===== src/rtl/skvt_pkg.sv =====
// ----------------------------------------------------------------------------
// Sorted key/value table package
// Beat types, operation and status codes, and controller/datapath interfaces.
// ----------------------------------------------------------------------------
package skvt_pkg;

    // Default sizes of the table.
    localparam int CAPACITY_DEF    = 256;
    localparam int VALUE_WIDTH_DEF = 32;
    localparam int KEY_WIDTH       = 32;

    // Operation codes.
    localparam logic [1:0] CMD_LOOKUP = 2'd0;
    localparam logic [1:0] CMD_INSERT = 2'd1;
    localparam logic [1:0] CMD_CHANGE = 2'd2;
    localparam logic [1:0] CMD_ERASE  = 2'd3;

    // Result status codes.
    localparam logic [1:0] ST_OK        = 2'd0;
    localparam logic [1:0] ST_NOT_FOUND = 2'd1;
    localparam logic [1:0] ST_EXISTS    = 2'd2;
    localparam logic [1:0] ST_FULL      = 2'd3;

    // Request beat.
    typedef struct packed {
        logic [1:0]         cmd;
        logic signed [31:0] key;
        logic [31:0]        value_in;
    } t_in_beat;

    // Result beat.
    typedef struct packed {
        logic [1:0]  status;
        logic        found;
        logic [31:0] value_out;
        logic [8:0]  entry_count;
    } t_out_beat;

    // Commands from the controller to the datapath.
    typedef struct packed {
        logic load;
        logic scan;
        logic shift_up;
        logic shift_down;
        logic shift;
        logic write_entry;
        logic write_value;
        logic finish;
    } t_dp_cmd;

    // Status from the datapath to the controller.
    typedef struct packed {
        logic [1:0] op;
        logic       scan_done;
        logic       found;
        logic       full;
        logic       shift_done;
        logic       out_full;
    } t_dp_status;

endpackage


===== src/rtl/skvt_ctrl.sv =====
// ----------------------------------------------------------------------------
// Sorted key/value table controller
// Sequences scan, shift and write steps of one request and hands off results.
// ----------------------------------------------------------------------------
module skvt_ctrl (
    input  logic                  i_clk,
    input  logic                  i_rst_n,
    input  logic                  i_in_valid,
    output logic                  o_in_ready,
    input  skvt_pkg::t_dp_status  i_status,
    output skvt_pkg::t_dp_cmd     o_cmd
);

    localparam logic [2:0] S_IDLE   = 3'd0;
    localparam logic [2:0] S_SCAN   = 3'd1;
    localparam logic [2:0] S_PLAN   = 3'd2;
    localparam logic [2:0] S_SHIFT  = 3'd3;
    localparam logic [2:0] S_WRITE  = 3'd4;
    localparam logic [2:0] S_FINISH = 3'd5;

    logic [2:0] r_state, n_state;

    // State transitions and datapath commands.
    always_comb begin
        n_state    = r_state;
        o_cmd      = '0;
        o_in_ready = 1'b0;
        unique case (r_state)
            S_IDLE: begin
                o_in_ready = 1'b1;
                if (i_in_valid) begin
                    o_cmd.load = 1'b1;
                    n_state    = S_SCAN;
                end
            end
            S_SCAN: begin
                o_cmd.scan = 1'b1;
                if (i_status.scan_done) begin
                    n_state = S_PLAN;
                end
            end
            S_PLAN: begin
                n_state = S_FINISH;
                unique case (i_status.op)
                    skvt_pkg::CMD_LOOKUP: begin
                        n_state = S_FINISH;
                    end
                    skvt_pkg::CMD_INSERT: begin
                        if (!i_status.found && !i_status.full) begin
                            o_cmd.shift_up = 1'b1;
                            n_state        = S_SHIFT;
                        end
                    end
                    skvt_pkg::CMD_CHANGE: begin
                        o_cmd.write_value = i_status.found;
                    end
                    skvt_pkg::CMD_ERASE: begin
                        if (i_status.found) begin
                            o_cmd.shift_down = 1'b1;
                            n_state          = S_SHIFT;
                        end
                    end
                endcase
            end
            S_SHIFT: begin
                o_cmd.shift = 1'b1;
                if (i_status.shift_done) begin
                    n_state = (i_status.op == skvt_pkg::CMD_INSERT) ? S_WRITE : S_FINISH;
                end
            end
            S_WRITE: begin
                o_cmd.write_entry = 1'b1;
                n_state           = S_FINISH;
            end
            S_FINISH: begin
                // Wait until the result register is free.
                if (!i_status.out_full) begin
                    o_cmd.finish = 1'b1;
                    n_state      = S_IDLE;
                end
            end
            default: begin
                n_state = S_IDLE;
            end
        endcase
    end

    always_ff @(posedge i_clk) begin
        if (!i_rst_n) begin
            r_state <= S_IDLE;
        end else begin
            r_state <= n_state;
        end
    end

endmodule


===== config.mk =====
export PLATFORM = sky130hd
export DESIGN_NAME = skvt_ctrl
export DESIGN_NICKNAME = d
export VERILOG_FILES = /design/src/rtl/skvt_pkg.sv /design/src/rtl/skvt_ctrl.sv
export SDC_FILE = /design/constraint.sdc
export NUM_CORES = 1
export LEC_CHECK = 0
export BUFFER_PORTS_ARGS = -buffer_cell sky130_fd_sc_hd__buf_2
export CELL_PAD_IN_SITES_DETAIL_PLACEMENT = 1
export CELL_PAD_IN_SITES_GLOBAL_PLACEMENT = 2
export CORE_MARGIN = 5
export CORE_UTILIZATION = 21
export DETAILED_ROUTE_END_ITERATION = 16
export PLACE_DENSITY_LB_ADDON = 0.1
export SLEW_MARGIN = 10
export SYNTH_ARGS = -nofsm -noshare
export SYNTH_HDL_FRONTEND = slang
export SYNTH_SLANG_ARGS = --single-unit

===== constraint.sdc =====
create_clock -name i_clk -period 1.4 [get_ports i_clk]
set_input_delay 0.21 -clock i_clk [delete_from_list [all_inputs] [get_ports i_clk]]
set_output_delay 0.21 -clock i_clk [all_outputs]
set_load 0.005 [all_outputs]

==> Yosys cells after proc, flatten, opt, wreduce, memory -nomap -nowiden <==
Cells that the tools add are included.
{ "totals": {"ff_bits": 3} }
{ "classes": {"eq_ne": 12, "n_reduce_logical": 5, "n_mux": 24} }
{ "op_table": {"columns": ["cell", "n"], "rows": [
  ["$mux W3", 6],
  ["$pmux W3 S6", 1],
  ["$mux W1", 15],
  ["$ne A2 B2 Y1 const B", 4],
  ["$eq A3 B2 Y1 const B", 2],
  ["$eq A3 B3 Y1 const B", 2],
  ["$pmux W3 S2", 1],
  ["$eq A2 B2 Y1 const B", 2],
  ["$reduce_and A4 Y1", 1],
  ["$eq A3 B1 Y1 const B", 1],
  ["$logic_not A3 Y1", 1],
  ["$eq A2 B1 Y1 const B", 1],
  ["$logic_not A1 Y1", 2],
  ["$mux W2", 1],
  ["$logic_and A1 B1 Y1", 1]
]} }

==> Depth between registers and ports, before layout <==
{ "depth": {"ltp_word": 5, "depth_mapped": 5, "ltp_nobuf": 4} }

==> Worst setup path after synthesis <==
Ideal clock, no wire load.
{ "synth_timing": {"path_kind": "input -> register", "start": "in i_status[6] in the netlist's numbering", "end": "reg r_state[2]", "required_time_ps": 1283, "path_stages": 4, "t_arrival_ps": 1088, "slack_ps": 195, "cell_sequence": "or3_4 -> and3_4 -> o31a_1 -> o2bb2ai_1"} }
{ "synth_between": {"elab_chain_cells": 3, "elab_cells_between_ends": 4, "cone_classes": "eq/ne (2); mux (2)"} }
{ "synth_rtl": {"columns": ["item", "line_no", "text"], "rows": [
  ["from (decl)", "skvt_ctrl.sv:10", "input skvt_pkg::t_dp_status i_status,"],
  ["$eq A2 B2 Y1 / $eq A2 B1 Y1 (equally long branches)", "skvt_ctrl.sv:44", "unique case (i_status.op)"],
  ["$pmux W3 S2 (*)", "skvt_ctrl.sv:44", null],
  ["$pmux W3 S6 (*)", "skvt_ctrl.sv:28", "unique case (r_state)"],
  ["to (signal assigned)", "skvt_ctrl.sv:92", "r_state <= n_state;"],
  ["to (decl)", "skvt_ctrl.sv:21", "logic [2:0] r_state, n_state;"]
]} }
Mark *: on every way between the ends. The rest lies on a longest branch, timed or not.
A chain may end at the register's enable or synchronous reset.

==> results.cfg <==
[outcome]
status = finished, final reports clean

[cts]
cts_tree = done
clk_pin_slew_ns = 0.04
ctsHoldBuffers = 0
cts_buffers = 3
clock_latency_ns = 0.24
clock_sinks = 3
cts_root_buf = clkbuf_4
htreeDepth = 1
cts.path.max_buffers = 2

[yosys]
yosysWarnings = 0
syn_area_um2 = 347
yosysUniqueCellTypes = 28
synthCells = 45
synth_area_per_cell_um2 = 7.70
synth_seq_cells = 3
yosysSeqAreaShare_pct = 17.3
syn_nets = 55

[sta]
setup_violations = 0
period_share_pct = 99.3
min_period_ns = 1.39
holdWs_ns = 0.236
fmax_mhz = 720
rsz0062_at_grt = true
finClkSkew_ns = 0.00157
finalMaxSlewViolations = 0
slew-limit-headroom_pct = 77.3
tightest_slew_ns = 0.337
setup-tns-final_ns = 0
final.setup.worst_slack_ns = 0.0103
hold_viol_final = 0

[critical_path]
cp.required_ns = 1.19
critPathCaptureType = output port
r2r_end = r_state[2]
cp_max_fo = 6
cp.arrival_ns = 1.18
path_class = reg -> out
r2r_start = r_state[2]
crit_path_top_delay_cell = dfxtp_4
cp-start-kind = register
reg2regPathDepth = 4
crit_chain = and2b_2 > nor4b_4 > buf_2
ff2ff_setup_slack_ns = 0.14
slowest_delay_ns = 0.35

[floorplanning]
num_io_pins = 19
core_um2 = 1540
die_area_um2 = 2560
row_count = 14
die_h_um = 50.6
die-width_um = 50.6
start_util_pct = 22.5

[grt]
grt_pass1_wl_um = 1980
grt_pass1_vias = 465
grt_max_degree = 9
track_usage_pct = 10.0
antenna_found_initial = 0
grt_overflow = 0

[min_path]
worst_hold_path.endpoint = r_state[2]
hold_start = i_status[0]
whs_path_depth = 3
hp-class = in -> reg

[cells_and_area]
area_growth_pct = 71.5
layout_commonest_cell = buf_2
drive_above_1_share_pct = 59.2
regMostFlops = r_state
largest_reg_flops = 3
largestRegisters = r_state: 3 flops
nNetsFinal = 87
finish.instance_area_um2 = 594
mostFrequentLayoutCells = buf_2 (18), buf_4 (11), nor2_1 (4), nand2_1 (3), clkbuf_4 (3)
diodes = 0

[job]
cap_viol_max_count = 0

[routing]
drt_wl_total_um = 1200
wl_per_cell_um = 13.0
ant_nets = 0
num_vias = 444
dr.first_iter.drc_count = 4
vias_per_cell = 4.83
drc_errors = 0
dr.pass1.iters = 3

[place]
gp_congestion = 0.714
post_dp_cell_area_um2 = 498
hpwl_um = 965
io_buffers = 18
dp_slack_ns = 0.0198

[power_and_ir_drop]
ir_drop_mv = 0.674
power.leakage_nw = 0.287
power.density_nw_per_um2 = 786
## report_power, final
part / leakage [nW] / internal [mW] / switching, mW
sequential: 0.0264 / 0.0949 / 0.0121
clock: 0.0150 / 0.107 / 0.0510
combinational: 0.245 / 0.111 / 0.0905
total: 0.287 / 0.314 / 0.154
## per-stage QoR
step	cells	total power, mW	util, %
6_report	92	0.467	38.6
3_3_place_gp	86	0.282	32.3
5_1_grt	92	0.513	38.6
3_5_place_dp	86	0.282	32.3
4_1_cts	90	0.461	36.4
2_1_floorplan	45	0.201	-
## how the worst max path moves through the flow
stage,slack (ns),from,end
2_1_floorplan,0.19,i_status[6],r_state[2]
3_3_place_gp,0.03,r_state[2],r_state[2]
3_5_place_dp,0.02,r_state[2],r_state[2]
4_1_cts,-0.03,r_state[2],o_cmd[1]
5_1_grt,-0.06,r_state[2],o_cmd[1]
6_report,0.01,r_state[2],o_cmd[1]
## cell families (layout without fill, tap and decap cells)
kind of cell           Yosys count  after routing  share of synthesized area, %
and+or+nand+nor                 21             21                          35.7
AOI/OAI and AO/OA               16             16                          35.0
buffers and inverters            5             36                          11.9
DFF                              3              3                          17.3
## worst max-delay path, delay by kind of cell (launching register included)
family | cells | cell delay [ns]
buf+inv | 1 | 0.15
flops | 1 | 0.35
simple gates | 2 | 0.45
## per-layer routing
| layer | share of wire (%) | vias up | wire (um) | global-route usage, % |
|---|---|---|---|---|
| li1 | - | 230 | - | - |
| met1 | 47 | 204 | 563 | 12.4 |
| met2 | 47 | 10 | 568 | 15.3 |
| met3 | 5.4 | 0 | 65 | 5.03 |
| met4 | 0 | 0 | 0 | 2.55 |
| met5 | 0 | - | 0 | 0 |
## final cells by class
class | instances | area, um^2
multi-input cells | 37 | 288
repair buffers | 30 | 184
inverters | 2 | 7.51
flip-flops and latches | 3 | 68.8
well taps | 16 | 20.0
fillers | 206 | 947
clock buffers | 4 | 26.3
## synthesized netlist by cell type
master     number  area (um^2)
o221a_1         1         11.3
o211a_1         1         10.0
a31oi_1         1         6.26
inv_1           2         7.51
o2bb2ai_1       2         17.5
or3_4           1         11.3
a211oi_1        1         7.51
nand3_1         1         5.00
nor3_1          4         20.0
nand3b_1        1         7.51
buf_6           3         33.8
and3_4          1         11.3
o31a_1          1         8.76
o21ai_0         2         10.0
nand2_1         3         11.3
a21boi_1        1         7.51
a21oi_1         2         10.0
a21boi_0        1         7.51
nand2b_1        1         6.26
nor2_1          4         15.0
a21oi_2         1         8.76
o21bai_1        1         7.51
and2_1          2         12.5
nor3b_1         1         7.51
and2b_1         1         7.51
o41ai_1         1         8.76
dfxtp_1         3         60.1
nor4b_1         1         8.76
## repair_timing
action                                  CTS  global route
endpoints found under the setup margin    7             7
pin swaps                                 2             4
buffers inserted                          0             2
resized for setup                        10             4
Note: power is estimated with default switching activity, not from simulation.
